$ cat src/hdl/wbm_pkg.sv
// Package of the windowed energy budget monitor: sizes, payload structs,
// configuration and level codes, controller command/status structs and lookup tables.
// Depends on nothing; every other file of the block refers to it by scoped names.
`default_nettype none

package wbm_pkg;

   // Ring depth and the widths that follow from it.
   localparam int WINDOW_MAX = 256;
   localparam int SLOT_W     = (WINDOW_MAX > 1) ? $clog2(WINDOW_MAX) : 1;
   localparam int CNT_W      = $clog2(WINDOW_MAX + 1);

   // Fixed field widths.
   localparam int ENERGY_W   = 32;
   localparam int SUM_W      = 40;
   localparam int PCT_W      = 16;
   localparam int PERIOD_W   = 16;
   localparam int WSAMP_W    = 9;
   localparam int GRACE_W    = 8;
   localparam int SCALED_W   = SUM_W + 7;
   localparam int PROD_W     = PCT_W + SUM_W;
   localparam int DIV_STEPS  = ENERGY_W;
   localparam int DCNT_W     = $clog2(DIV_STEPS + 1);
   localparam int CSR_ADDR_W = 3;
   localparam int CSR_DATA_W = 40;

   localparam logic CMD_SAMPLE = 1'b0;
   localparam logic CMD_REFILL = 1'b1;

   typedef enum logic [CSR_ADDR_W-1:0] {
      CSR_POLICY_MODE    = 3'd0,
      CSR_BUDGET         = 3'd1,
      CSR_PERIOD_LENGTH  = 3'd2,
      CSR_WINDOW_SAMPLES = 3'd3,
      CSR_LIMIT_LOW      = 3'd4,
      CSR_LIMIT_MID      = 3'd5,
      CSR_LIMIT_HIGH     = 3'd6,
      CSR_GRACE_COUNT    = 3'd7
   } csr_idx_type;

   typedef enum logic [2:0] {
      LVL_HELD   = 3'd0,
      LVL_SAFE   = 3'd1,
      LVL_WARN3  = 3'd2,
      LVL_WARN2  = 3'd3,
      LVL_PANIC  = 3'd4,
      LVL_REFILL = 3'd5
   } level_type;

   typedef enum logic [1:0] {
      LIM_LOW  = 2'd0,
      LIM_MID  = 2'd1,
      LIM_HIGH = 2'd2
   } lim_sel_type;

   typedef enum logic [3:0] {
      ST_IDLE,
      ST_START,
      ST_DIV,
      ST_FILL,
      ST_SUM,
      ST_SCALE,
      ST_MUL_LO,
      ST_CMP_LO,
      ST_MUL_MID,
      ST_CMP_MID,
      ST_MUL_HI,
      ST_CMP_HI,
      ST_FINISH
   } state_type;

   typedef struct packed {
      logic                command;
      logic [ENERGY_W-1:0] energy;
   } req_type;

   typedef struct packed {
      level_type        level;
      logic [SUM_W-1:0] window_energy;
      logic [1:0]       pstate_step;
      logic [3:0]       threshold_step;
   } rsp_type;

   typedef struct packed {
      logic                policy_mode;
      logic [SUM_W-1:0]    budget;
      logic [PERIOD_W-1:0] period_length;
      logic [WSAMP_W-1:0]  window_samples;
      logic [PCT_W-1:0]    limit_low;
      logic [PCT_W-1:0]    limit_mid;
      logic [PCT_W-1:0]    limit_high;
      logic [GRACE_W-1:0]  grace_count;
   } cfg_type;

   typedef struct packed {
      logic        accept;
      logic        start;
      logic        fill_run;
      logic        sum_run;
      logic        scale;
      logic        mul_en;
      logic        cmp_en;
      lim_sel_type lim_sel;
      logic        finish;
   } ctrl_cmd_type;

   typedef struct packed {
      logic is_refill;
      logic div_done;
      logic fill_done;
      logic sum_done;
      logic hold_nz;
      logic out_busy;
   } ctrl_stat_type;

   function automatic logic [1:0] pstate_of(level_type lvl);
      logic [1:0] step;
      unique case (lvl)
         LVL_WARN2: step = 2'd2;
         LVL_PANIC: step = 2'd3;
         default:   step = 2'd0;
      endcase
      return step;
   endfunction

   function automatic logic [3:0] thresh_of(level_type lvl);
      logic [3:0] step;
      unique case (lvl)
         LVL_WARN3: step = 4'd5;
         LVL_WARN2: step = 4'd10;
         LVL_PANIC: step = 4'd10;
         default:   step = 4'd0;
      endcase
      return step;
   endfunction

endpackage

`default_nettype wire

$ cat src/hdl/wbm_csr.sv
// Configuration registers of the energy budget monitor, written through a plain write port.
// Depends on wbm_pkg for the register index codes and the cfg_type struct.
`default_nettype none

module wbm_csr (
   input  wire logic                           clock,
   input  wire logic                           reset,
   input  wire logic                           csr_we,
   input  wire logic [wbm_pkg::CSR_ADDR_W-1:0] csr_addr,
   input  wire logic [wbm_pkg::CSR_DATA_W-1:0] csr_wdata,
   output wbm_pkg::cfg_type                    cfg
);

   wbm_pkg::cfg_type cfg_ff, cfg_in;

   always_comb begin
      cfg_in = cfg_ff;
      if (csr_we) begin
         unique case (wbm_pkg::csr_idx_type'(csr_addr))
            wbm_pkg::CSR_POLICY_MODE:    cfg_in.policy_mode    = csr_wdata[0];
            wbm_pkg::CSR_BUDGET:         cfg_in.budget         = csr_wdata[wbm_pkg::SUM_W-1:0];
            wbm_pkg::CSR_PERIOD_LENGTH:
               cfg_in.period_length  = csr_wdata[wbm_pkg::PERIOD_W-1:0];
            wbm_pkg::CSR_WINDOW_SAMPLES:
               cfg_in.window_samples = csr_wdata[wbm_pkg::WSAMP_W-1:0];
            wbm_pkg::CSR_LIMIT_LOW:      cfg_in.limit_low      = csr_wdata[wbm_pkg::PCT_W-1:0];
            wbm_pkg::CSR_LIMIT_MID:      cfg_in.limit_mid      = csr_wdata[wbm_pkg::PCT_W-1:0];
            wbm_pkg::CSR_LIMIT_HIGH:     cfg_in.limit_high     = csr_wdata[wbm_pkg::PCT_W-1:0];
            wbm_pkg::CSR_GRACE_COUNT:    cfg_in.grace_count    = csr_wdata[wbm_pkg::GRACE_W-1:0];
            default: ;
         endcase
      end
   end

   always_ff @(posedge clock) begin
      if (reset) begin
         cfg_ff.policy_mode    <= 1'b0;
         cfg_ff.budget         <= wbm_pkg::SUM_W'(1);
         cfg_ff.period_length  <= wbm_pkg::PERIOD_W'(1);
         cfg_ff.window_samples <= wbm_pkg::WSAMP_W'(1);
         cfg_ff.limit_low      <= wbm_pkg::PCT_W'(70);
         cfg_ff.limit_mid      <= wbm_pkg::PCT_W'(85);
         cfg_ff.limit_high     <= wbm_pkg::PCT_W'(95);
         cfg_ff.grace_count    <= wbm_pkg::GRACE_W'(3);
      end else begin
         cfg_ff <= cfg_in;
      end
   end

   assign cfg = cfg_ff;

endmodule

`default_nettype wire

$ cat config.mk
export PLATFORM = sky130hd
export DESIGN_NAME = wbm_csr
export DESIGN_NICKNAME = d
export VERILOG_FILES = /design/src/hdl/wbm_pkg.sv /design/src/hdl/wbm_csr.sv
export SDC_FILE = /design/constraint.sdc
export NUM_CORES = 1
export LEC_CHECK = 0
export BUFFER_PORTS_ARGS = -buffer_cell sky130_fd_sc_hd__buf_2
export CORE_MARGIN = 8
export CORE_UTILIZATION = 52
export CTS_BUF_LIST = sky130_fd_sc_hd__clkbuf_2 sky130_fd_sc_hd__clkbuf_4 sky130_fd_sc_hd__clkbuf_8
export DETAILED_ROUTE_END_ITERATION = 6
export GPL_TIMING_DRIVEN = 1
export PLACE_DENSITY = 0.92
export SETUP_SLACK_MARGIN = 0.15
export SLEW_MARGIN = 5
export SYNTH_ARGS = -nofsm -noshare
export SYNTH_HDL_FRONTEND = slang
export SYNTH_SLANG_ARGS = --single-unit
$ cat constraint.sdc
create_clock -name clock -period 1 [get_ports clock]
set_clock_uncertainty 0.05 [all_clocks]
set_input_delay 0.1 -clock clock [delete_from_list [all_inputs] [get_ports clock]]
set_output_delay 0.1 -clock clock [all_outputs]
set_load 0.05 [all_outputs]
* Word level (Yosys, flattened, before mapping) *
Index checks and enable logic that the tools add are counted.

cells by class
  equality and inequality tests = 7
  reduce and logical (&&, ||, !) cells = 9

operators by type and width
  operator                                       count
  AND reduction 2 bit                            8
  == test 3 bit, second input constant           4
  == test 3 x 2 -> 1 bit, second input constant  2
  == test 3 x 1 -> 1 bit, second input constant  1
  logical NOT 3 bit                              1

word-level totals
  flip-flop bits (word level) = 122

* Logic depth before layout (Yosys ltp) *
  word-level depth = 2
  mapped depth = 4
  gate-level depth less buffers = 2

* Worst setup path before layout *
OpenSTA, ideal clock, no wires.

  path kind = reg-to-reg
  from = reg cfg[0] (netlist name)
  to = reg cfg_ff (netlist bit cfg[0])
  library setup time = 0.074 ns
  arrival = 0.817 ns
  required time = 0.876 ns
  slack = 0.059 ns
  stages on the path, launching flop included = 3
  path buffers = 0
  clock period less this slack = 0.941 ns
  path through = dfxtp_1 > nor2_1 > mux2i_1

RTL lines
  item                  line           RTL
  end signal, assigned  wbm_csr.sv:46  cfg_ff <= cfg_in;
  end, declared         wbm_csr.sv:14  wbm_pkg::cfg_type cfg_ff, cfg_in;

* Worst setup path in the final report *
  from = reg cfg_ff (netlist bit cfg[60])
  to = out cfg[60] (netlist bit)

RTL lines
  item           line           RTL
  end, declared  wbm_csr.sv:11  output wbm_pkg::cfg_type cfg

No word-level cell between the ends.

==> key figures <==
Yosys
  – Count leader, synth: nand2b_1
  – Synth cell types: 14
  – Syn_area_per_cell: ~11 um2
  – Sequential cell area fraction in the yosys report: between 40% and 50%
  – Synth cell count leaders: nand2b_1 (144), dfxtp_1 (122), mux2i_1 (122)
  – Number of synthesized flops with an enable pin: 0
  – Ys Warns: 0
  – Post-synth top flop: dfxtp_1
  – Number of synthesized register bits: roughly 120
  – Dominant cell type by area after synthesis: dfxtp_1
  – Share of the synthesized area in the top cell type: 49.1%
  – Top cells by area, synth: dfxtp_1 (49%), mux2i_1 (25%), nand2b_1 (18%)
  – Ys async rst share: 0%
  – Syn nets: between 400 and 500
  – Mapped Cells: approximately 450
  – Post-Syn Area: between 4000 and 5000 um2

Place
  – Area of placed instances: 6240 um2
  – Buffers on Ports: around 170
  – Worst slack, placed: -0.216 ns
  – DP HPWL: just under 10,000 um
  – GPL Wtd Cong: ~0.77

Finish
  – # diodes: 0
  – Nets: 778
  – Max reg flops: 122
  – Area of the multi-input gates: about 2400 um2
  – Share of layout cells above drive strength 1: 59.5%
  – Final core occ: between 90% and 100%
  – Fillers: around 140
  – Fin area: 9020 um2
  – Register Area: around 2600 um2
  – Layout area overhead: 81.2%

Die
  – Die height: about 110 um
  – Initial core utilization: between 50 and 60%
  – Die X: roughly 110 um
  – Core area: around 9300 um2
  – I/O Pins: around 170
  – Die area: ~13,000 um2
  – Site Rows: 35

Pwr
  – Pwr/cell area: between 1000 and 1500 nW/um2
  – Peak supply drop: 0.00118 V
  – Power Total: approximately 13 mW
  – Clock power frac: 45.1%
  – Comb power frac: 14.4%
  – Flop pwr share: around two fifths
  – Net Sw Frac: around 28%
  – Total leakage power: approximately 4.2 nW
  – Psw: around 3.5 mW
  – Pint: around 9.1 mW

Timing
  – Worst Hold Slack: between 0.01 and 0.015 ns
  – Final period util: 114%
  – Final Hold Fails: 0
  – Final Critical Period: 1.14 ns
  – Worst Slack Setup Final: -0.140 ns
  – Least-Margin Pin Slew: just under 0.5 ns
  – RSZ-0062 raised after global routing: true
  – Rel. slew slack: between 60% and 70%
  – Count of pins over their slew limit: 0
  – Fmax: just under 0.9 GHz
  – # setup viols final: about 120

Critical path
  – Critical path arrival: about 1 ns
  – Critical Path RT: approximately 0.85 ns
  – R2r setup slk: -0.01 ns
  – Type of the worst setup path: flop to output pin
  – CP max stage delay: a little under 0.4 ns
  – CP bufs+invs: 1
  – Critical Path End Type: output pin
  – Critical-path cell list: buf_8
  – Crit-path leading delay family: flip-flops
  – CP Launch Type: flop
  – Crit path max fanout: 2
  – CP max-delay cell: dfxtp_2

Detailed routing
  – Antenna-violating nets left: 0
  – WL per Instance: 28.6 um
  – Met2 Wirelength: around 12,000 um
  – Final Routed Wirelength: roughly 25,000 um
  – DR vias: 5,078
  – DR iter-0 viols: between 400 and 500
  – Metal-1 WL: between 8000 and 9000 um
  – Detailed Routing Iterations Pass 1: 5
  – Top sig layer: met4
  – Via density: a little under 6
  – Drc violations: 0
  – DR WL met3: 1910 um

Global route
  – Gr usage total: slightly below 30%
  – Grt total ovfl: 0
  – Antenna violations before repair: 0
  – Pin count of the biggest net entering global routing: 32
  – Global-route wire length before repair: about 29,000 um
  – Vias in the first global route: 5,064

Run status
  – Failing checks: negative setup slack
  – Outcome: finished with violations

Clocking
  – Cts bufs inserted: 17
  – Clock buffer depth: 2
  – TritonCTS clock tree: yes
  – Root Driver: clkbuf_8
  – # clock sinks: ~120
  – H-tree Lvls: 4
  – Clock transition at the registers of the reported paths: approximately 0.090 ns
  – Worst-Skew Late Latency: between 0.4 and 0.5 ns

Run
  – Max-cap check violation count: 0

Min path
  – Class of the worst hold path: input port to flop
-- worst reg2reg max path, cell delays in order (launching register included) --
cell,delay (ns)
dfxtp_2,0.38
buf_4,0.13
nand2b_4,0.06
mux2i_1,0.28
-- power by group through the flow --
stage	clock [mW]	combinational [mW]	sequential (mW)
6_report	5.66	1.80	5.08
5_1_grt	5.81	1.84	5.08
4_1_cts	5.38	1.56	5.08
3_5_place_dp	0	1.21	5.15
3_3_place_gp	0	1.18	5.15
2_1_floorplan	0	0.438	5.52
-- cell type report --
| class | count | area share, % |
|---|---|---|
| Timing Repair Buffer | 293 | 36.6 |
| Clock inverter | 14 | 2.70 |
| Multi-Input combinational cell | 298 | 27.0 |
| Clock buffer | 18 | 2.75 |
| Tap cell | 129 | 1.79 |
| Sequential cell | 122 | 29.2 |
-- logic make-up after synthesis --
logic type	share of synthesized area (%)
multiplexers	24.5
flip-flops	49.1
buffers and inverters	4.85
AND/OR/NAND/NOR	21.6
-- placed cells by master, fill, tap and decap left out, drive strengths merged --
master / count
inv: 1
nand4b: 3
nand2b: 144
mux2i: 122
clkbuf: 18
buf: 263
nor2: 24
bufinv: 6
and4bb: 1
nor4b: 1
dfxtp: 122
clkinvlp: 2
dlygate4sd3: 30
nand4bb: 2
nand4: 1
clkinv: 5
-- final timing paths --
path / cells past startpoint / startpoint / endpoint
worst max-delay path: 1 / cfg[60]$_SDFFE_PP0P_ / cfg[60]
worst min-delay path: 3 / csr_addr[2] / cfg[121]$_SDFFE_PP0P_
worst max register to register: 3 / cfg[55]$_SDFFE_PP0P_ / cfg[55]$_SDFFE_PP0P_
worst min register to register: 2 / cfg[106]$_SDFFE_PP0P_ / cfg[106]$_SDFFE_PP0P_
-- metal layers --
metal | up-vias | track usage [%]
met1 | 2434 | 28.5
li1 | 2042 | -
met4 | 0 | 13.7
met5 | - | 0
met3 | 163 | 8.19
met2 | 439 | 55.4
-- per-stage QoR --
step	TNS, ns	instances
after floorplan	0	452
after global placement	-8.35	743
after detailed placement	-12.55	743
after CTS	-9.27	842
after global routing	-14.31	874
final	-11.80	874
-- what timing repair did --
action	CTS	global route
hold buffers	30	1
pin swaps	0	1
gates resized for setup	363	64
setup buffers	37	32
endpoints found under the setup margin	122	160
endpoints found under the hold margin	44	7
(Power assumes the default switching activity.)
