<file path="config.mk">
export PLATFORM = sky130hd
export DESIGN_NAME = wbm_ctrl
export DESIGN_NICKNAME = d
export VERILOG_FILES = /design/src/hdl/wbm_pkg.sv /design/src/hdl/wbm_ctrl.sv
export SDC_FILE = /design/constraint.sdc
export NUM_CORES = 1
export LEC_CHECK = 0
export BUFFER_PORTS_ARGS = -buffer_cell sky130_fd_sc_hd__buf_2
export CORE_AREA = 10 10 47 49
export DETAILED_ROUTE_END_ITERATION = 6
export DIE_AREA = 0 0 57 59
export GPL_ROUTABILITY_DRIVEN = 0
export MAX_ROUTING_LAYER = met4
export PLACE_DENSITY_LB_ADDON = 0.25
export SYNTH_ARGS = -nofsm -noshare
export SYNTH_HDL_FRONTEND = slang
export SYNTH_SLANG_ARGS = --single-unit
export TNS_END_PERCENT = 1
</file>
<file path="constraint.sdc">
create_clock -name clock -period 1.7 [get_ports clock]
set_input_delay 0.17 -clock clock [delete_from_list [all_inputs] [get_ports clock]]
set_output_delay 0.17 -clock clock [all_outputs]
set_load 0.03 [all_outputs]
</file>
<file path="src/hdl/wbm_pkg.sv">
// Package of the windowed energy budget monitor: sizes, payload structs,
// configuration and level codes, controller command/status structs and lookup tables.
// Depends on nothing; every other file of the block refers to it by scoped names.
`default_nettype none

package wbm_pkg;

   // Ring depth and the widths that follow from it.
   localparam int WINDOW_MAX = 256;
   localparam int SLOT_W     = (WINDOW_MAX > 1) ? $clog2(WINDOW_MAX) : 1;
   localparam int CNT_W      = $clog2(WINDOW_MAX + 1);

   // Fixed field widths.
   localparam int ENERGY_W   = 32;
   localparam int SUM_W      = 40;
   localparam int PCT_W      = 16;
   localparam int PERIOD_W   = 16;
   localparam int WSAMP_W    = 9;
   localparam int GRACE_W    = 8;
   localparam int SCALED_W   = SUM_W + 7;
   localparam int PROD_W     = PCT_W + SUM_W;
   localparam int DIV_STEPS  = ENERGY_W;
   localparam int DCNT_W     = $clog2(DIV_STEPS + 1);
   localparam int CSR_ADDR_W = 3;
   localparam int CSR_DATA_W = 40;

   localparam logic CMD_SAMPLE = 1'b0;
   localparam logic CMD_REFILL = 1'b1;

   typedef enum logic [CSR_ADDR_W-1:0] {
      CSR_POLICY_MODE    = 3'd0,
      CSR_BUDGET         = 3'd1,
      CSR_PERIOD_LENGTH  = 3'd2,
      CSR_WINDOW_SAMPLES = 3'd3,
      CSR_LIMIT_LOW      = 3'd4,
      CSR_LIMIT_MID      = 3'd5,
      CSR_LIMIT_HIGH     = 3'd6,
      CSR_GRACE_COUNT    = 3'd7
   } csr_idx_type;

   typedef enum logic [2:0] {
      LVL_HELD   = 3'd0,
      LVL_SAFE   = 3'd1,
      LVL_WARN3  = 3'd2,
      LVL_WARN2  = 3'd3,
      LVL_PANIC  = 3'd4,
      LVL_REFILL = 3'd5
   } level_type;

   typedef enum logic [1:0] {
      LIM_LOW  = 2'd0,
      LIM_MID  = 2'd1,
      LIM_HIGH = 2'd2
   } lim_sel_type;

   typedef enum logic [3:0] {
      ST_IDLE,
      ST_START,
      ST_DIV,
      ST_FILL,
      ST_SUM,
      ST_SCALE,
      ST_MUL_LO,
      ST_CMP_LO,
      ST_MUL_MID,
      ST_CMP_MID,
      ST_MUL_HI,
      ST_CMP_HI,
      ST_FINISH
   } state_type;

   typedef struct packed {
      logic                command;
      logic [ENERGY_W-1:0] energy;
   } req_type;

   typedef struct packed {
      level_type        level;
      logic [SUM_W-1:0] window_energy;
      logic [1:0]       pstate_step;
      logic [3:0]       threshold_step;
   } rsp_type;

   typedef struct packed {
      logic                policy_mode;
      logic [SUM_W-1:0]    budget;
      logic [PERIOD_W-1:0] period_length;
      logic [WSAMP_W-1:0]  window_samples;
      logic [PCT_W-1:0]    limit_low;
      logic [PCT_W-1:0]    limit_mid;
      logic [PCT_W-1:0]    limit_high;
      logic [GRACE_W-1:0]  grace_count;
   } cfg_type;

   typedef struct packed {
      logic        accept;
      logic        start;
      logic        fill_run;
      logic        sum_run;
      logic        scale;
      logic        mul_en;
      logic        cmp_en;
      lim_sel_type lim_sel;
      logic        finish;
   } ctrl_cmd_type;

   typedef struct packed {
      logic is_refill;
      logic div_done;
      logic fill_done;
      logic sum_done;
      logic hold_nz;
      logic out_busy;
   } ctrl_stat_type;

   function automatic logic [1:0] pstate_of(level_type lvl);
      logic [1:0] step;
      unique case (lvl)
         LVL_WARN2: step = 2'd2;
         LVL_PANIC: step = 2'd3;
         default:   step = 2'd0;
      endcase
      return step;
   endfunction

   function automatic logic [3:0] thresh_of(level_type lvl);
      logic [3:0] step;
      unique case (lvl)
         LVL_WARN3: step = 4'd5;
         LVL_WARN2: step = 4'd10;
         LVL_PANIC: step = 4'd10;
         default:   step = 4'd0;
      endcase
      return step;
   endfunction

endpackage

`default_nettype wire

</file>
<file path="src/hdl/wbm_ctrl.sv">
// Sequencer of the energy budget monitor: walks one beat through divide, fill or
// sum, scaling, the three limit compares and result hand-off. Depends on wbm_pkg.
`default_nettype none

module wbm_ctrl (
   input  wire logic                  clock,
   input  wire logic                  reset,
   input  wire logic                  req_valid,
   output logic                       req_stall,
   input  wbm_pkg::ctrl_stat_type     stat,
   output wbm_pkg::ctrl_cmd_type      cmd
);

   wbm_pkg::state_type state_ff, state_in;

   always_comb begin
      state_in = state_ff;
      unique case (state_ff)
         wbm_pkg::ST_IDLE:    if (req_valid) state_in = wbm_pkg::ST_START;
         wbm_pkg::ST_START:   state_in = stat.is_refill ? wbm_pkg::ST_DIV : wbm_pkg::ST_SUM;
         wbm_pkg::ST_DIV:     if (stat.div_done) state_in = wbm_pkg::ST_FILL;
         wbm_pkg::ST_FILL:    if (stat.fill_done) state_in = wbm_pkg::ST_FINISH;
         wbm_pkg::ST_SUM:     if (stat.sum_done && stat.div_done) state_in = wbm_pkg::ST_SCALE;
         wbm_pkg::ST_SCALE:   state_in = stat.hold_nz ? wbm_pkg::ST_FINISH : wbm_pkg::ST_MUL_LO;
         wbm_pkg::ST_MUL_LO:  state_in = wbm_pkg::ST_CMP_LO;
         wbm_pkg::ST_CMP_LO:  state_in = wbm_pkg::ST_MUL_MID;
         wbm_pkg::ST_MUL_MID: state_in = wbm_pkg::ST_CMP_MID;
         wbm_pkg::ST_CMP_MID: state_in = wbm_pkg::ST_MUL_HI;
         wbm_pkg::ST_MUL_HI:  state_in = wbm_pkg::ST_CMP_HI;
         wbm_pkg::ST_CMP_HI:  state_in = wbm_pkg::ST_FINISH;
         wbm_pkg::ST_FINISH:  if (!stat.out_busy) state_in = wbm_pkg::ST_IDLE;
         default:             state_in = wbm_pkg::ST_IDLE;
      endcase
   end

   always_comb begin
      cmd         = '0;
      cmd.lim_sel = wbm_pkg::LIM_LOW;
      unique case (state_ff)
         wbm_pkg::ST_IDLE:    cmd.accept = req_valid;
         wbm_pkg::ST_START:   cmd.start = 1'b1;
         wbm_pkg::ST_FILL:    cmd.fill_run = !stat.fill_done;
         wbm_pkg::ST_SUM:     cmd.sum_run = 1'b1;
         wbm_pkg::ST_SCALE:   cmd.scale = 1'b1;
         wbm_pkg::ST_MUL_LO:  cmd.mul_en = 1'b1;
         wbm_pkg::ST_CMP_LO:  cmd.cmp_en = 1'b1;
         wbm_pkg::ST_MUL_MID: begin
            cmd.mul_en  = 1'b1;
            cmd.lim_sel = wbm_pkg::LIM_MID;
         end
         wbm_pkg::ST_CMP_MID: begin
            cmd.cmp_en  = 1'b1;
            cmd.lim_sel = wbm_pkg::LIM_MID;
         end
         wbm_pkg::ST_MUL_HI: begin
            cmd.mul_en  = 1'b1;
            cmd.lim_sel = wbm_pkg::LIM_HIGH;
         end
         wbm_pkg::ST_CMP_HI: begin
            cmd.cmp_en  = 1'b1;
            cmd.lim_sel = wbm_pkg::LIM_HIGH;
         end
         wbm_pkg::ST_FINISH:  cmd.finish = !stat.out_busy;
         default: ;
      endcase
   end

   always_ff @(posedge clock) begin
      if (reset) begin
         state_ff <= wbm_pkg::ST_IDLE;
      end else begin
         state_ff <= state_in;
      end
   end

   assign req_stall = (state_ff != wbm_pkg::ST_IDLE);

endmodule

`default_nettype wire

</file>
Word level (Yosys, flattened, before mapping)
Index checks and enable logic that the tools add are counted.

cells by class
  eq/ne operators = 17
  muxes and demuxes = 17
  reduce and logical (&&, ||, !) cells = 10

operators by type and width
  cell                number
  $pmux 4 s13         1
  $mux 4              6
  $eq 4x4->1 const B  5
  $eq 4x3->1 const B  4
  $ne 2x2->1 const B  5
  $eq 4x2->1 const B  2
  $mux 1              8
  $reduce_or 3->1     2
  $reduce_and 5->1    1
  $eq 4x1->1 const B  1
  $logic_not 4->1     1
  $pmux 2 s2          1
  $reduce_bool 4->1   1
  $reduce_or 2->1     2
  $mux 3              1
  $logic_not 1->1     2
  $logic_and 1x1->1   1

word-level totals
  register bits after elaboration = 4
  bits of input ports = 9
  output and inout port bits = 11
  logic and storage cells = 45

Logic depth before layout (Yosys ltp)
Gate-level depths: netlist of the first run.

  depth in word-level cells = 3
  depth in mapped cells = 5
  gate-level depth less buffers = 4

Worst setup path before layout of the first run
OpenSTA, ideal clock, no wires.

  kind = reg-to-output
  start = register state_ff[2]
  end = output port cmd[0] (netlist name)
  data arrival time = 1.772 ns
  data required time = 1.530 ns
  path slack = -0.242 ns
  cell stages (with the launch flop) = 5
  path buffers = 2
  cells stage by stage = dfxtp_1 -> buf_2 -> buf_2 -> nand2b_1 -> nor4b_1

RTL lines
  what                    RTL line        RTL
  start, declared         wbm_ctrl.sv:14  wbm_pkg::state_type state_ff, state_in;
  start signal, assigned  wbm_ctrl.sv:70  state_ff <= wbm_pkg::ST_IDLE;
  start signal, assigned  wbm_ctrl.sv:72  state_ff <= state_in;
  end, declared           wbm_ctrl.sv:11  output wbm_pkg::ctrl_cmd_type cmd

==> results of run 1 <==
[per-stage QoR]
stage                     hold slack (ns)  power [mW]  setup slack [ns]  cells  setup TNS (ns)
final                              0.1632      0.9610           0.07753     95               0
after global placement             0.4152      0.8287            0.1235     92               0
after floorplan                    0.2379      0.6921           -0.2058     58         -0.2058
after detailed placement           0.4140      0.8281            0.1083     92               0
after global routing               0.1835       1.036           0.01345     95               0
after CTS                          0.1575      0.9625           0.01661     95               0
[power by group]
part / switching [mW] / total (mW) / internal (mW)
clock: 0.0358 / 0.115 / 0.0787
combinational: 0.353 / 0.627 / 0.273
sequential: 0.0804 / 0.220 / 0.139
[layer usage]
layer  vias up  global-route usage [%]  part of all wire, %
met5         -                       -                    0
met4         0                   7.047                 0.16
met3         2                   1.288                  1.8
met2        13                   13.02                   52
met1       210                   8.019                   46
li1        255                       -                    -
[placed cells by master (no fill, tap or decap), types with 2 or more instances in the layout]
cell type	instances
nor3_1	2
or2b_1	2
nor2_1	4
nand2_1	2
dfxtp_4	3
clkbuf_4	3
inv_1	4
nor2b_1	4
buf_2	17
a21oi_1	3
nor3b_1	2
buf_4	7
a21o_1	2
mux2i_1	2
[critical path, delay by kind of cell (launching register included)]
| kind | cells | cell delay [ns] |
|---|---|---|
| buffers and inverters | 2 | 0.21 |
| flip-flops | 1 | 0.38 |
| AND/OR/NAND/NOR | 2 | 0.62 |
[worst max path at each step]
stage / to / slack [ns] / depth (start not counted)
floorplan: cmd[9] / -0.21 / 4
global placement: state_ff[3] / 0.12 / 4
detailed placement: state_ff[3] / 0.11 / 4
CTS: cmd[7] / 0.02 / 4
global route: cmd[9] / 0.01 / 4
finish: cmd[7] / 0.08 / 4
[cell type report]
| cell class | instances | share of cell area (%) |
|---|---|---|
| clock buffers | 3 | 3.607 |
| inverters | 4 | 2.405 |
| multi-input cells | 44 | 53.91 |
| flip-flops and latches | 4 | 14.83 |
| well taps | 16 | 3.206 |
| repair buffers | 24 | 22.04 |
[logic make-up (layout without fill, tap and decap cells)]
kind of cell,Yosys count,count (layout),synth area share [%]
AOI/OAI and AO/OA,15,15,24.34
buffers and inverters,10,31,13.23
DFF,4,4,16.93
muxes,2,2,4.233
and+or+nand+nor,27,27,41.27
[repair_timing]
item	CTS	global route
setup endpoints to repair	6	2
pin swaps	0	0
resized for setup	4	7
==> impl_metrics.toml, run 1 <==
[yosys]
synth_cells = 58
syn-num-nets = 67
synthDistinctLibCells = 35
seq_area_frac_synth_pct = 16.93
syn-mean-instance-area_um2 = 8.154
synth-seq-cells = 4
yosys.area.top_type = "dfxtp_1"
synth_area_um2 = 473.0
synth_top_flop_cell = "dfxtp_1"
synth_area_leaders = "dfxtp_1, buf_6, nor2b_1, nor4b_4, mux2i_1"
netlist.area_leader.share_pct = 16.93
synth-async-reset-ratio_pct = 0
synth_edf_count = 0
synth_warnings = 0
synth_commonest_cells = "dfxtp_1, inv_1, nor2_1, nor2b_1"

[clock_tree]
clk_pin_slew_worst_paths_ns = 0.04
h-tree-depth = 1
postCtsSetupBuffers = 0
clockBufferDepth = 2
clk_latency_ns = 0.23
cts_buffers = 3
cts_hold_buf = 0
cts_sinks = 4
cts_tree = "built"
cts.root.buffer_cell = "clkbuf_4"

[floorplanning]
coreArea_um2 = 1401
die_y_um = 59
start_util_pct = 33.75
die_w_um = 57
dieArea_um2 = 3363
row_count = 14
io_pins = 20

[final_layout]
largest_reg_flops = 4
regArea_um2 = 92.59
layout-drive-gt1-share_pct = 45.57
nFillCells = 152
area_delta_synth_final_pct = 32.01
top_regs = "state_ff: 4 flops"
nNetsFinal = 90
final_area_um2 = 624.3
largest-register = "state_ff"
multiInputGateArea_um2 = 336.6
fin_util_pct = 44.55
n_antenna_cell = 0

[sta]
rsz0062_at_grt = "false"
skew_ns = 0.004001
max_freq_mhz = 616.3
fin_crit_ns = 1.622
drv_slew = 0
hold_viol_final = 0
finalSetupViolations = 0
worst_slew_margin_rel_pct = 76.80
tightestPinTransition_ns = 0.3457
period_share_pct = 95.44

[hold_path]
holdPathEnd = "state_ff[2]"
hold_depth = 2
hp-start = "reset"
hold_path.class = "in2reg"

[worst_setup_path]
end_kind = "output pin"
r2r_start = "state_ff[2]"
cp-start-kind = "flip-flop"
worstSetupStartpoint = "state_ff[2]"
reg2reg_depth = 5
crit_path_max_incr_delay_ns = 0.38
crit_arrival_ns = 1.45
critical_path_class = "reg2out"
cp.required_ns = 1.53
cp_max_fo = 13
path_cells = "or2b_1 > or3_1 > inv_1 > buf_4"
r2r_end = "state_ff[1]"
r2r_setup_slack_ns = 0.30
cpMaxStageDelayCell = "dfxtp_4"

[routing]
final_antenna_net_count = 0
initialDrtViolationCount = 2
first_pass_iters = 2
viasPerCell = 5.053
wl_um = 1249
avgRoutedWirePerCell_um = 13.15
drc_errors = 0
via_count = 480

[outcome]
status = "finished, final reports clean"

[place]
dpl_cell_area_um2 = 584.3
io_buffer_count = 19
dp_hpwl_um = 1027

[global_routing]
antenna_found_initial = 0
grt_max_degree = 15
first_global_vias = 493
gr-usage-all-layers_pct = 7.931
grt_overflow = 0
grt_pass1_wl_um = 2083

[pwr]
p_per_area_nw_per_um2 = 1539
leakagePower_nw = 0.3031
ir_worst_vdd_v = 0.0007159

[job]
cap_viol_max_count = 0
(Power assumes the default switching activity.)
==> inputs of run 2 (changes only) <==
- HOLD_SLACK_MARGIN: default -> 0.15
- clock period: 1.7 -> 1.4 ns (I/O delays scaled with it)
==> run 2 against run 1 <==
  * The run now ends with negative setup slack left
  * Sequential share of layout area fell by 4.3 points
  * Combinational power rose by 96%
  * Clock power rose by 29%
  * Cell count rose by 19%
  * Non-clock buffer count rose by 18
  * Critical endpoint unchanged
==> impl_metrics.toml, run 2 (synthesis results as in run 1) <==
[worst_setup_path]
cp_max_fo = 7
cp.required_ns = 1.26
crit_arrival_ns = 1.44
crit_path_max_incr_delay_ns = 0.33
critPathBufInv = 3
cp-start-kind = "flip-flop"
reg2reg_depth = 6
r2r_setup_slack_ns = -0.06
r2r_start = "state_ff[3]"
cpMostUsedCell = "buf_6"
cpMaxStageDelayCell = "or3_1"
critical_path_class = "reg2out"
path_cells = "buf_6 > or2b_1 > or3_1 > inv_1 > buf_6"
crit_family = "simple AND/OR/NAND/NOR gates"
end_kind = "output pin"
r2r_end = "state_ff[1]"

[sta]
fin_crit_ns = 1.579
worst_slew_margin_rel_pct = 84.71
drv_slew = 0
period_share_pct = 112.8
hold_viol_final = 0
tns_ns = -0.6979
rsz0062_at_grt = "true"
finalSetupViolations = 11
whs_ns = 0.2860
setup_ws_ns = -0.1786
skew_ns = 0.001367
tightestPinTransition_ns = 0.2230
max_freq_mhz = 633.5

[global_routing]
gr-usage-all-layers_pct = 9.960
antenna_found_initial = 0
grt_pass1_wl_um = 2594
grt_overflow = 0
grt_max_degree = 13
first_global_vias = 588

[final_layout]
nFillCells = 128
final_common_cell = "buf_4"
n_antenna_cell = 0
nNetsFinal = 108
mostFrequentLayoutCells = "buf_4, buf_2, buf_6"
layoutNonFillerInstCount = 113
area_delta_synth_final_pct = 80.42
largest_reg_flops = 4
largest-register = "state_ff"
layout-drive-gt1-share_pct = 62.89
top_regs = "state_ff: 4 flops"

[routing]
final_antenna_net_count = 0
highest_layer = "met4"
wl_met3_um = 72
first_pass_iters = 4
met2_length_um = 867
via_count = 581
drc_errors = 0
wl_met1_um = 710
initialDrtViolationCount = 2
avgRoutedWirePerCell_um = 14.68
wl_um = 1659
viasPerCell = 5.142

[floorplanning]
die_w_um = 57
start_util_pct = 33.75
io_pins = 20
die_y_um = 59
row_count = 14
dieArea_um2 = 3363
coreArea_um2 = 1401

[clock_tree]
clockBufferDepth = 2
cts_tree = "built"
cts_sinks = 4
clk_latency_ns = 0.24
cts_buffers = 3
cts.root.buffer_cell = "clkbuf_4"
clk_pin_slew_worst_paths_ns = 0.04
h-tree-depth = 1

[hold_path]
hold_depth = 4
hold_path.class = "in2reg"
holdPathEnd = "state_ff[1]"
hp-start = "stat[3]"

[place]
dp.cells = 103
dp_hpwl_um = 1129
io_buffer_count = 19

[pwr]
ir_worst_vdd_v = 0.001189
leakagePower_nw = 0.4159
p_per_area_nw_per_um2 = 1888

[outcome]
status = "finished, violations left"
violations = "negative setup slack"

[job]
cap_viol_max_count = 0
-- run 2: worst max path at each step --
stage / startpoint / end / slack (ns) / cells past startpoint
2_1_floorplan: state_ff[3] / cmd[2] / -0.22 / 3
3_3_place_gp: state_ff[2] / cmd[7] / -0.04 / 5
3_5_place_dp: state_ff[2] / cmd[7] / -0.05 / 5
4_1_cts: state_ff[2] / cmd[7] / -0.25 / 5
5_1_grt: state_ff[3] / cmd[7] / -0.23 / 5
6_report: state_ff[3] / cmd[7] / -0.18 / 5
-- run 2: tightest hold or removal path: cells and delay by family --
family | cells | cell delay (ns)
AOI/OAI and AO/OA | 1 | 0.08
buffers and inverters | 1 | 0.08
muxes | 1 | 0.09
and+or+nand+nor | 1 | 0.07
-- run 2: report_power, final --
part | internal, mW | switching [mW] | leakage [nW]
logic | 0.636 | 0.590 | 0.367
registers | 0.168 | 0.0695 | 0.0350
clock network | 0.0962 | 0.0520 | 0.0138
-- run 2: final cells by class --
| type | instances | area, µm² | area share (%) |
|---|---|---|---|
| clock buffers | 3 | 22.52 | 2.639 |
| inverters | 4 | 15.01 | 1.760 |
| multi-input cells | 44 | 381.6 | 44.72 |
| flip-flops and latches | 4 | 90.09 | 10.56 |
| well taps | 16 | 20.02 | 2.346 |
| repair buffers | 42 | 324.1 | 37.98 |
-- run 2: timing repair --
item / 4_1_cts / 5_1_grt
setup endpoints to repair: 13 / 14
endpoints found under the hold margin: 3 / 0
pin swaps: 9 / 2
buffers inserted: 4 / 3
hold buffers: 1 / 0
resized for setup: 21 / 11
-- run 2: per-stage QoR --
stage	area, µm²	util (%)	power [mW]	setup slack [ns]
floorplan	495.5	-	0.8841	-0.2151
global placement	695.7	49.64	1.226	-0.04249
detailed placement	695.7	49.64	1.222	-0.04543
CTS	819.5	58.48	1.563	-0.2519
global route	853.3	60.89	1.719	-0.2260
finish	853.3	60.89	1.611	-0.1786
-- run 2: layer usage --
metal  vias up  global-route usage (%)
met5         -                       -
met4         0                   4.027
met3         2                   3.219
met2        16                   16.59
met1       273                   10.71
li1        290                       -
==> inputs of run 3 (changes only) <==
- RECOVER_POWER: default -> 100
- SLEW_MARGIN: default -> 20
==> run 3 against run 2 <==
  * The run still ends with negative setup slack left
  * Clock skew is essentially flat
  * Largest cell class unchanged
  * Critical path depth is the same
  * Critical endpoint unchanged
  * Critical path type unchanged
  * First-iteration DRC count grew 100%
  * Power shrank 0.98%
==> impl_metrics.toml, run 3 (synthesis results as in run 1) <==
[routing]
avgRoutedWirePerCell_um = 14.73
via_count = 584
drc_errors = 0
wl_um = 1665
final_antenna_net_count = 0
first_pass_iters = 4
initialDrtViolationCount = 4
viasPerCell = 5.168

[worst_setup_path]
cp-start-kind = "flip-flop"
end_kind = "output pin"
worstSetupStartpoint = "state_ff[3]"
cp.required_ns = 1.26
r2r_start = "state_ff[3]"
crit_arrival_ns = 1.44
critical_path_class = "reg2out"
cp_max_fo = 7

[final_layout]
n_antenna_cell = 0
final_area_um2 = 845.8
layout-drive-gt1-share_pct = 62.89
largest_reg_flops = 4
nNetsFinal = 108
mostFrequentLayoutCells = "buf_4, buf_2, buf_6"
final_common_cell = "buf_4"
fin_util_pct = 60.36
area_delta_synth_final_pct = 78.84
top_regs = "state_ff: 4 flops"
largest-register = "state_ff"

[global_routing]
first_global_vias = 588
gr-usage-all-layers_pct = 9.960
grt_overflow = 0
grt_max_degree = 13
antenna_found_initial = 0
grt_pass1_wl_um = 2594

[clock_tree]
cts_buffers = 3
cts_sinks = 4
clockBufferDepth = 2
cts.root.buffer_cell = "clkbuf_4"
clk_latency_ns = 0.24
h-tree-depth = 1
cts_tree = "built"
clk_pin_slew_worst_paths_ns = 0.04

[place]
dp_hpwl_um = 1129
dp_slack_ns = -0.04543
io_buffer_count = 19
dpl_cell_area_um2 = 695.7

[pwr]
leakagePower_nw = 0.4146
p_per_area_nw_per_um2 = 1887
ir_worst_vdd_v = 0.001188

[sta]
period_share_pct = 112.7
finalSetupViolations = 10
max_freq_mhz = 633.6
skew_ns = 0.001590
tightestPinTransition_ns = 0.2230
hold_viol_final = 0
rsz0062_at_grt = "true"
whs_ns = 0.2862
worst_slew_margin_rel_pct = 84.71
tns_ns = -0.6990
fin_crit_ns = 1.578
drv_slew = 0
setup_ws_ns = -0.1784

[floorplanning]
io_pins = 20
coreArea_um2 = 1401
die_w_um = 57
row_count = 14
die_y_um = 59
start_util_pct = 33.75
dieArea_um2 = 3363

[hold_path]
hp-start = "stat[3]"
hold_path.class = "in2reg"

[outcome]
status = "finished, violations left"
violations = "negative setup slack"

[job]
cap_viol_max_count = 0
## run 3: changes by cell type in the layout (fill, tap and decap cells not counted)
cell and change:
o21ai_4 -1, o21ai_2 +1
## run 3: final timing paths
path / to / slack (ns) / cells after the start
worst max-delay path: cmd[7] / -0.18 / 5
worst min-delay path: state_ff[1] / 0.29 / 4
worst max register to register: state_ff[1] / -0.06 / 6
worst min register to register: state_ff[1] / 0.69 / 3
## run 3: cell type report
cell class                 instances  area [µm²]
tap                               16       20.02
fill                             130       555.5
timing repair buffer              42       324.1
clock buffer                       3       22.52
sequential                         4       90.09
multi-input combinational         44       374.1
inverter                           4       15.01
## run 3: timing repair
action                                  CTS  global route
hold buffers                              1             0
resized for setup                        21            11
setup buffers                             4             3
endpoints found under the setup margin   13            14
pin swaps                                 9             2
endpoints found under the hold margin     3             0
## run 3: per-layer routing
metal  share of wire [%]  vias up  wire length [µm]  global-route usage (%)
met4                0.48        0                 8                   4.027
met1                  43      276               712                   10.71
met5                   0        -                 0                       -
li1                    -      290                 -                       -
met2                  52       16               871                   16.59
met3                 4.3        2                72                   3.219
## run 3: through the flow
stage | total power [mW] | std cells
2_1_floorplan | 0.8841 | 58
3_3_place_gp | 1.226 | 103
3_5_place_dp | 1.222 | 103
4_1_cts | 1.563 | 111
5_1_grt | 1.703 | 113
6_report | 1.596 | 113
## run 3: where the power goes
| part | switching, mW | total, mW | internal [mW] |
|---|---|---|---|
| logic | 0.582 | 1.21 | 0.628 |
| registers | 0.0693 | 0.238 | 0.168 |
| clock network | 0.0518 | 0.148 | 0.0962 |
## run 3: worst max-delay path, stage by stage, from the launching register on
cell     delay (ns)
dfxtp_2        0.31
buf_6          0.12
or2b_1         0.23
or3_1          0.33
inv_1          0.08
buf_6          0.13
